### src/rtl/fcsg_pkg.sv
// ----------------------------------------------------------------------------
// fcsg_pkg
// Shared types, constants and span helpers for the filled-circle span
// generator.
// ----------------------------------------------------------------------------
package fcsg_pkg;

    localparam int SCREEN_WIDTH  = 480;
    localparam int SCREEN_HEIGHT = 320;
    localparam int MAX_RADIUS    = 64;
    localparam int MAX_RESULTS   = 48;

    localparam int COORD_W = 11;
    localparam int RAD_W   = 7;
    localparam int COLOR_W = 16;
    localparam int PIX_W   = 9;
    localparam int STEP_W  = 8;
    localparam int DEC_W   = 12;
    localparam int POS_W   = 12;
    localparam int CNT_W   = 6;

    localparam logic signed [POS_W-1:0] X_MAX = POS_W'(SCREEN_WIDTH - 1);
    localparam logic signed [POS_W-1:0] Y_LIM = POS_W'(SCREEN_HEIGHT);

    typedef struct packed {
        logic load;
        logic advance;
    } cmd_t;

    typedef struct packed {
        logic last;
    } status_t;

    typedef struct packed {
        logic             ok;
        logic [PIX_W-1:0] left;
        logic [PIX_W-1:0] right;
    } span_t;

    typedef struct packed {
        logic             ok;
        logic [PIX_W-1:0] row;
    } row_t;

    function automatic span_t clip_span(input logic signed [POS_W-1:0] lo,
                                        input logic signed [POS_W-1:0] hi);
        span_t                   s;
        logic signed [POS_W-1:0] lo_c;
        logic signed [POS_W-1:0] hi_c;
        lo_c    = lo[POS_W-1] ? '0 : lo;
        hi_c    = (hi > X_MAX) ? X_MAX : hi;
        s.ok    = !(lo_c > hi_c);
        s.left  = s.ok ? lo_c[PIX_W-1:0] : '0;
        s.right = s.ok ? hi_c[PIX_W-1:0] : '0;
        return s;
    endfunction

    function automatic row_t row_chk(input logic signed [POS_W-1:0] r);
        row_t o;
        o.ok  = !r[POS_W-1] && (r < Y_LIM);
        o.row = o.ok ? r[PIX_W-1:0] : '0;
        return o;
    endfunction

endpackage

### src/rtl/fcsg_ctrl.sv
// ----------------------------------------------------------------------------
// fcsg_ctrl
// Command handshake, iteration sequencing and output word valid.
// ----------------------------------------------------------------------------
module fcsg_ctrl
    import fcsg_pkg::*;
(
    input  logic    clk,
    input  logic    rst_n,
    input  logic    in_valid,
    output logic    in_stall,
    output logic    out_valid,
    input  logic    out_stall,
    input  status_t status,
    output cmd_t    cmd
);

    localparam logic ST_IDLE = 1'b0;
    localparam logic ST_RUN  = 1'b1;

    logic state_reg;
    logic state_next;
    logic out_valid_reg;
    logic out_valid_next;
    logic out_free;

    assign out_free    = !out_valid_reg || !out_stall;
    assign in_stall    = (state_reg != ST_IDLE);
    assign cmd.load    = (state_reg == ST_IDLE) && in_valid;
    assign cmd.advance = (state_reg == ST_RUN) && out_free;
    assign out_valid   = out_valid_reg;

    always_comb
    begin
        state_next = state_reg;
        case (state_reg)
            ST_IDLE:
            begin
                if (in_valid)
                begin
                    state_next = ST_RUN;
                end
            end
            ST_RUN:
            begin
                if (cmd.advance && status.last)
                begin
                    state_next = ST_IDLE;
                end
            end
            default:
            begin
                state_next = ST_IDLE;
            end
        endcase
    end

    always_comb
    begin
        if (cmd.advance)
        begin
            out_valid_next = 1'b1;
        end
        else
        begin
            out_valid_next = out_valid_reg && out_stall;
        end
    end

    always_ff @(posedge clk or negedge rst_n)
    begin
        if (!rst_n)
        begin
            state_reg     <= ST_IDLE;
            out_valid_reg <= 1'b0;
        end
        else
        begin
            state_reg     <= state_next;
            out_valid_reg <= out_valid_next;
        end
    end

    // A new word only appears as the result of a step taken while running.
    a_word_from_run: assert property (@(posedge clk) disable iff (!rst_n)
        $rose(out_valid) |-> $past(state_reg) == ST_RUN)
        else $error("output word appeared without a running step");

    a_accept_starts_run: assert property (@(posedge clk) disable iff (!rst_n)
        in_valid && !in_stall |=> state_reg == ST_RUN)
        else $error("accepted command did not start the iteration");

    a_no_step_when_blocked: assert property (@(posedge clk) disable iff (!rst_n)
        out_valid && out_stall |-> !cmd.advance)
        else $error("step taken while the output word was held");

endmodule

### src/rtl/fcsg_datapath.sv
// ----------------------------------------------------------------------------
// fcsg_datapath
// Midpoint circle iteration registers, span clipping and the output word
// register.
// ----------------------------------------------------------------------------
module fcsg_datapath
    import fcsg_pkg::*;
(
    input  logic                      clk,
    input  logic                      rst_n,
    input  cmd_t                      cmd,
    output status_t                   status,
    input  logic signed [COORD_W-1:0] center_x,
    input  logic signed [COORD_W-1:0] center_y,
    input  logic        [RAD_W-1:0]   radius,
    input  logic        [COLOR_W-1:0] fill_color,
    output logic        [PIX_W-1:0]   inner_row_below,
    output logic        [PIX_W-1:0]   inner_row_above,
    output logic        [PIX_W-1:0]   inner_left,
    output logic        [PIX_W-1:0]   inner_right,
    output logic        [PIX_W-1:0]   outer_row_below,
    output logic        [PIX_W-1:0]   outer_row_above,
    output logic        [PIX_W-1:0]   outer_left,
    output logic        [PIX_W-1:0]   outer_right,
    output logic        [3:0]         span_valid,
    output logic        [COLOR_W-1:0] span_color,
    output logic                      last_step
);

    logic signed [STEP_W-1:0]  x_reg;
    logic signed [STEP_W-1:0]  y_reg;
    logic signed [DEC_W-1:0]   d_reg;
    logic        [CNT_W-1:0]   cnt_reg;
    logic signed [COORD_W-1:0] cx_reg;
    logic signed [COORD_W-1:0] cy_reg;
    logic        [COLOR_W-1:0] color_reg;

    logic        [RAD_W-1:0]   r_sat;
    logic signed [STEP_W-1:0]  x_next;
    logic signed [STEP_W-1:0]  y_next;
    logic signed [STEP_W-1:0]  diff;
    logic signed [DEC_W-1:0]   d_next;
    logic                      dec_pos;
    logic                      last;

    logic signed [POS_W-1:0]   cx_ext;
    logic signed [POS_W-1:0]   cy_ext;
    logic signed [POS_W-1:0]   x_ext;
    logic signed [POS_W-1:0]   y_ext;
    span_t                     inner;
    span_t                     outer;
    row_t                      row_ib;
    row_t                      row_ia;
    row_t                      row_ob;
    row_t                      row_oa;

    logic [PIX_W-1:0]          inner_row_below_reg;
    logic [PIX_W-1:0]          inner_row_above_reg;
    logic [PIX_W-1:0]          inner_left_reg;
    logic [PIX_W-1:0]          inner_right_reg;
    logic [PIX_W-1:0]          outer_row_below_reg;
    logic [PIX_W-1:0]          outer_row_above_reg;
    logic [PIX_W-1:0]          outer_left_reg;
    logic [PIX_W-1:0]          outer_right_reg;
    logic [3:0]                span_valid_reg;
    logic [COLOR_W-1:0]        span_color_reg;
    logic                      last_step_reg;

    assign r_sat = (radius > RAD_W'(MAX_RADIUS)) ? RAD_W'(MAX_RADIUS) : radius;

    // Decision step: x always moves on, y drops only when d is positive.
    assign dec_pos = !d_reg[DEC_W-1] && (d_reg != '0);
    assign x_next  = x_reg + STEP_W'(1);
    assign y_next  = dec_pos ? (y_reg - STEP_W'(1)) : y_reg;
    assign diff    = x_next - y_next;

    always_comb
    begin
        if (dec_pos)
        begin
            d_next = d_reg + {{(DEC_W-STEP_W-2){diff[STEP_W-1]}}, diff, 2'b00}
                     + DEC_W'(10);
        end
        else
        begin
            d_next = d_reg + {{(DEC_W-STEP_W-2){x_next[STEP_W-1]}}, x_next, 2'b00}
                     + DEC_W'(6);
        end
    end

    assign last = (y_next < x_next) || (cnt_reg == CNT_W'(MAX_RESULTS - 1));
    assign status.last = last;

    assign cx_ext = {{(POS_W-COORD_W){cx_reg[COORD_W-1]}}, cx_reg};
    assign cy_ext = {{(POS_W-COORD_W){cy_reg[COORD_W-1]}}, cy_reg};
    assign x_ext  = {{(POS_W-STEP_W){x_reg[STEP_W-1]}}, x_reg};
    assign y_ext  = {{(POS_W-STEP_W){y_reg[STEP_W-1]}}, y_reg};

    assign inner  = clip_span(cx_ext - x_ext, cx_ext + x_ext);
    assign outer  = clip_span(cx_ext - y_ext, cx_ext + y_ext);
    assign row_ib = row_chk(cy_ext + y_ext);
    assign row_ia = row_chk(cy_ext - y_ext);
    assign row_ob = row_chk(cy_ext + x_ext);
    assign row_oa = row_chk(cy_ext - x_ext);

    always_ff @(posedge clk)
    begin
        if (cmd.load)
        begin
            x_reg     <= '0;
            y_reg     <= {1'b0, r_sat};
            d_reg     <= DEC_W'(3) - {{(DEC_W-RAD_W-1){1'b0}}, r_sat, 1'b0};
            cnt_reg   <= '0;
            cx_reg    <= center_x;
            cy_reg    <= center_y;
            color_reg <= fill_color;
        end
        else if (cmd.advance)
        begin
            x_reg   <= x_next;
            y_reg   <= y_next;
            d_reg   <= d_next;
            cnt_reg <= cnt_reg + CNT_W'(1);
        end
    end

    always_ff @(posedge clk)
    begin
        if (cmd.advance)
        begin
            inner_row_below_reg <= row_ib.row;
            inner_row_above_reg <= row_ia.row;
            inner_left_reg      <= inner.left;
            inner_right_reg     <= inner.right;
            outer_row_below_reg <= row_ob.row;
            outer_row_above_reg <= row_oa.row;
            outer_left_reg      <= outer.left;
            outer_right_reg     <= outer.right;
            span_valid_reg      <= {row_oa.ok && outer.ok, row_ob.ok && outer.ok,
                                    row_ia.ok && inner.ok, row_ib.ok && inner.ok};
            span_color_reg      <= color_reg;
            last_step_reg       <= last;
        end
    end

    assign inner_row_below = inner_row_below_reg;
    assign inner_row_above = inner_row_above_reg;
    assign inner_left      = inner_left_reg;
    assign inner_right     = inner_right_reg;
    assign outer_row_below = outer_row_below_reg;
    assign outer_row_above = outer_row_above_reg;
    assign outer_left      = outer_left_reg;
    assign outer_right     = outer_right_reg;
    assign span_valid      = span_valid_reg;
    assign span_color      = span_color_reg;
    assign last_step       = last_step_reg;

    // Every step is taken inside the octant, so y never falls below x.
    a_octant: assert property (@(posedge clk) disable iff (!rst_n)
        cmd.advance |-> x_reg <= y_reg)
        else $error("iteration stepped outside the octant");

    a_step_bound: assert property (@(posedge clk) disable iff (!rst_n)
        cmd.advance |-> cnt_reg < CNT_W'(MAX_RESULTS))
        else $error("iteration exceeded the step bound");

endmodule

### src/rtl/filled_circle_span_generator_unit.sv
// The first word of a circle is registered by the first step after the command is loaded;
// that step waits until the previous word has been taken.
// Throughput: one word a cycle while the output is not stalled; a circle of radius r gives
// about 0.71*r+1 words, 46 at the saturated radius of 64, set by the one-step-a-cycle
// midpoint loop. A new command is taken in the cycle after the last word is computed.
// Reset: rst_n clears the sequencer and output valid; payload registers are not reset.
// ----------------------------------------------------------------------------
// filled_circle_span_generator_unit
// Turns one filled-circle command into a series of clipped horizontal span words.
// ----------------------------------------------------------------------------
module filled_circle_span_generator_unit
    import fcsg_pkg::*;
(
    input  logic                      clk,
    input  logic                      rst_n,
    input  logic                      in_valid,
    output logic                      in_stall,
    input  logic signed [COORD_W-1:0] center_x,
    input  logic signed [COORD_W-1:0] center_y,
    input  logic        [RAD_W-1:0]   radius,
    input  logic        [COLOR_W-1:0] fill_color,
    output logic                      out_valid,
    input  logic                      out_stall,
    output logic        [PIX_W-1:0]   inner_row_below,
    output logic        [PIX_W-1:0]   inner_row_above,
    output logic        [PIX_W-1:0]   inner_left,
    output logic        [PIX_W-1:0]   inner_right,
    output logic        [PIX_W-1:0]   outer_row_below,
    output logic        [PIX_W-1:0]   outer_row_above,
    output logic        [PIX_W-1:0]   outer_left,
    output logic        [PIX_W-1:0]   outer_right,
    output logic        [3:0]         span_valid,
    output logic        [COLOR_W-1:0] span_color,
    output logic                      last_step
);

    cmd_t    cmd;
    status_t status;

    fcsg_ctrl u_ctrl (
        .clk       (clk),
        .rst_n     (rst_n),
        .in_valid  (in_valid),
        .in_stall  (in_stall),
        .out_valid (out_valid),
        .out_stall (out_stall),
        .status    (status),
        .cmd       (cmd)
    );

    fcsg_datapath u_datapath (
        .clk             (clk),
        .rst_n           (rst_n),
        .cmd             (cmd),
        .status          (status),
        .center_x        (center_x),
        .center_y        (center_y),
        .radius          (radius),
        .fill_color      (fill_color),
        .inner_row_below (inner_row_below),
        .inner_row_above (inner_row_above),
        .inner_left      (inner_left),
        .inner_right     (inner_right),
        .outer_row_below (outer_row_below),
        .outer_row_above (outer_row_above),
        .outer_left      (outer_left),
        .outer_right     (outer_right),
        .span_valid      (span_valid),
        .span_color      (span_color),
        .last_step       (last_step)
    );

endmodule
### config.mk
export PLATFORM = sky130hd
export DESIGN_NAME = filled_circle_span_generator_unit
export DESIGN_NICKNAME = d
export VERILOG_FILES = /design/src/rtl/fcsg_pkg.sv /design/src/rtl/fcsg_ctrl.sv /design/src/rtl/fcsg_datapath.sv /design/src/rtl/filled_circle_span_generator_unit.sv
export SDC_FILE = /design/constraint.sdc
export NUM_CORES = 1
export LEC_CHECK = 0
export ABC_AREA = 0
export BUFFER_PORTS_ARGS = -buffer_cell sky130_fd_sc_hd__clkbuf_2
export CAP_MARGIN = 0
export CORE_MARGIN = 10
export CORE_UTILIZATION = 55
export DETAILED_ROUTE_END_ITERATION = 8
export GPL_ROUTABILITY_DRIVEN = 0
export PLACE_DENSITY = 0.76
export SETUP_SLACK_MARGIN = 0.2
export SYNTH_ARGS = -nofsm -noshare
export SYNTH_HDL_FRONTEND = slang
export SYNTH_HIERARCHICAL = 1
export SYNTH_SLANG_ARGS = --single-unit
### constraint.sdc
create_clock -name clk -period 6 [get_ports clk]
set_input_delay 0.3 -clock clk [delete_from_list [all_inputs] [get_ports clk]]
set_output_delay 0.3 -clock clk [all_outputs]
set_load 0.05 [all_outputs]
==> results by group <==
Run status
  • Status: completed

Critical path
  • Worst Path Arrival: roughly 5.5 ns
  • Critical Path RT: between 6 and 7 ns
  • CP max FO: 12
  • Critical path class: flop to flop
  • Worst Setup End Kind: flop
  • Crit. Startpoint: u_datapath/x_reg[7]
  • Worst r2r src: u_datapath/x_reg[7]
  • Crit path launch type: flop

STA
  • WHS: approximately 0.030 ns
  • Final Hold Fails: 0
  • Min Clock Period, post-route: roughly 5.4 ns
  • RSZ-0062 raised after global routing: no
  • Crit share post-route: 89.3%
  • Clk_skew: ~0.012 ns
  • Number of slew-limit violations in the final report: 0
  • Achievable clock frequency: about 190 MHz
  • Setup violations, final: 0
  • Setup TNS: 0 ns
  • Max_slew headroom: 33.5%
  • Slew @ Worst Pin: ~1 ns

Die
  • Core Rows: between 50 and 60
  • Core area: 22500 um2
  • Initial Util: a little under three fifths
  • Die width: around 170 um
  • DIE AREA: between 20000 and 30000 um2
  • I/O Pins: 144
  • Die Y: roughly 170 um

Clock network
  • CTS Buffer Depth: 2
  • Clock-pin slew on the worst setup and hold paths: roughly 0.080 ns
  • Post_cts resized: 0
  • Root Driver: clkbuf_16
  • CTS Buf Count: 17
  • CTS sink count: between 150 and 200
  • Skew-Pair Late Insertion Delay: 0.44 ns
  • CTS tree: done
  • CTS H-tree depth: 4

Synth
  • Ys flop type: edfxtp_1
  • Yosys Warn Count: 6
  • Area leader, netlist: edfxtp_1
  • Yosys reg bits: roughly 170
  • Mux cell area share after synthesis: less than 1%
  • Netlist cell types: between 80 and 90
  • Post-Syn Area: 12500 um2
  • Mapped Nets: around 1500
  • EDFF count, synth: 149
  • Synth area leaders: edfxtp_1, ha_1, xnor2_1
  • Sequential fraction of the synthesis area: 38.6%
  • Compound-Gate Fraction of Synth Area: approximately 16%
  • Asr flop ratio synth: about 1.2%
  • Synth Area in Adders: roughly 18%
  • Synth Area in Simple Gates: 16.7%
  • Largest family of logic cells by synthesized area: adder cells
  • XOR/XNOR Fraction of Synth Area: between 6 and 7%
  • Post-synth top area share: a little over a third
  • Synth Instances: 1244
  • Avg Cell Area, Syn: around 10 um2

Finish
  • Most common cell after layout, fill and taps aside: ha_1
  • Share of cells above drive strength 1: 15.7%
  • Area grow syn2layout: 12.2%
  • Final instance area: roughly 14000 um2
  • Final nets: approximately 1600
  • FILL cells: approximately 1800
  • Non-Filler Instances: around 1700
  • Most frequent cells in the layout: ha_1, edfxtp_1, clkbuf_2
  • Inserted Diodes: 0

Global route
  • Antenna violations before repair: 0
  • Tot GR Track Use: about 22%
  • Gr ovfl total: 0
  • Global-route wire length before repair: just over 50000 um
  • Vias in the first global route: ~9800
  • Pin count of the biggest net entering global routing: ~70

Drt
  • DR iter-0 viols: 744
  • Drt drc: 0
  • DR vias: approximately 10000
  • WL/cell: 19.5 um
  • Wirelength, routed: ~33000 um
  • Vias/cell: between 6 and 7
  • TritonRoute pass-1 iters: 5
  • Post-route ant nets: 0

Min path
  • Worst hold path type: input port to flop
  • Min-delay src: fill_color[8]

Placed design
  • Placed cell area: 13400 um2
  • HPWL after detailed placement: between 20000 and 25000 um
  • I/O Buffers: about 140
  • DP Cell Count: about 1600

Job
  • MaxCap Viol Count: 0
[worst max-delay path, cell delays in order (launching register included)]
cell,delay [ns]
dfxtp_1,0.59
inv_1,0.30
ha_1,0.52
inv_1,0.11
a221oi_1,0.38
a211oi_1,0.14
or3_1,0.36
a211oi_2,0.35
o31ai_2,0.19
and2_1,0.22
ha_1,0.30
nor2b_1,0.16
o21ai_0,0.09
a211o_1,0.28
a41oi_1,0.19
a21o_1,0.41
a311o_1,0.40
nor2_1,0.09
[layout make-up]
type	count	area, um2	area share (%)
clock buffers	17	425	3.03
clock inverters	15	163	1.16
inverters	71	267	1.90
multi-input cells	968	7230	51.6
flip-flops and latches	166	4820	34.4
well taps	285	357	2.54
repair buffers	148	756	5.39
[cells in the mapped netlist (7+ instances only)]
| library cell | n |
|---|---|
| ha_1 | 158 |
| edfxtp_1 | 149 |
| nor2_1 | 140 |
| xnor2_1 | 78 |
| a21oi_1 | 77 |
| inv_1 | 69 |
| nand2_1 | 55 |
| o21ai_0 | 46 |
| nor3_1 | 38 |
| nand2b_1 | 30 |
| nor2b_1 | 28 |
| o21a_1 | 26 |
| clkbuf_1 | 21 |
| xor2_1 | 21 |
| nor4_1 | 19 |
| a211oi_1 | 16 |
| or3_1 | 16 |
| dfxtp_1 | 15 |
| buf_2 | 14 |
| a21o_1 | 13 |
| o21bai_1 | 12 |
| fa_1 | 11 |
| nand4_1 | 11 |
| nor3b_1 | 11 |
| nand3_1 | 10 |
| o31ai_1 | 9 |
| and2_1 | 8 |
| and3_1 | 8 |
| or2_2 | 8 |
| a211oi_2 | 7 |
| a221oi_1 | 7 |
| mux2i_1 | 7 |
[metrics by stage]
stage / utilization (%) / setup slack (ns)
final: 62.3 / 0.643
after floorplan: - / 1.75
after CTS: 62.3 / 0.784
after global routing: 62.3 / 0.351
after detailed placement: 59.6 / 0.912
after global placement: 59.6 / 1.13
[metal layers]
metal | vias up | wire, um | global-route usage [%]
li1 | 4813 | - | -
met1 | 4760 | 13600 | 27.8
met2 | 431 | 15500 | 36.7
met3 | 72 | 2310 | 3.71
met4 | 0 | 1200 | 9.46
met5 | - | 0 | 0
[final timing paths]
check / endpoint / slack (ns) / cells past startpoint
max: u_datapath/inner_left[6] / 0.64 / 17
min: u_datapath/color_reg[8] / 0.03 / 1
max reg2reg: u_datapath/inner_left[6] / 0.64 / 17
min reg2reg: u_datapath/span_color[15] / 0.42 / 0
max in group asynchronous: u_ctrl/out_valid / 5.73 / 2
min in group asynchronous: u_ctrl/in_stall / 0.17 / 2
[timing repair]
item | in CTS | in global routing
hold endpoints to repair | 2 | 0
setup buffers | 0 | 0
hold buffers | 1 | 0
[cell families after synthesis]
logic type / Yosys count
XOR/XNOR: 99
AND/OR/NAND/NOR: 408
AO/OA/AOI/OAI: 284
flip-flops: 166
adder cells (fa/ha/maj): 169
multiplexers: 8
buffers and inverters: 110
Power is left out: the tool's default activity adds up to more than one toggle a clock period on the data nets, which glitch-free logic cannot reach.
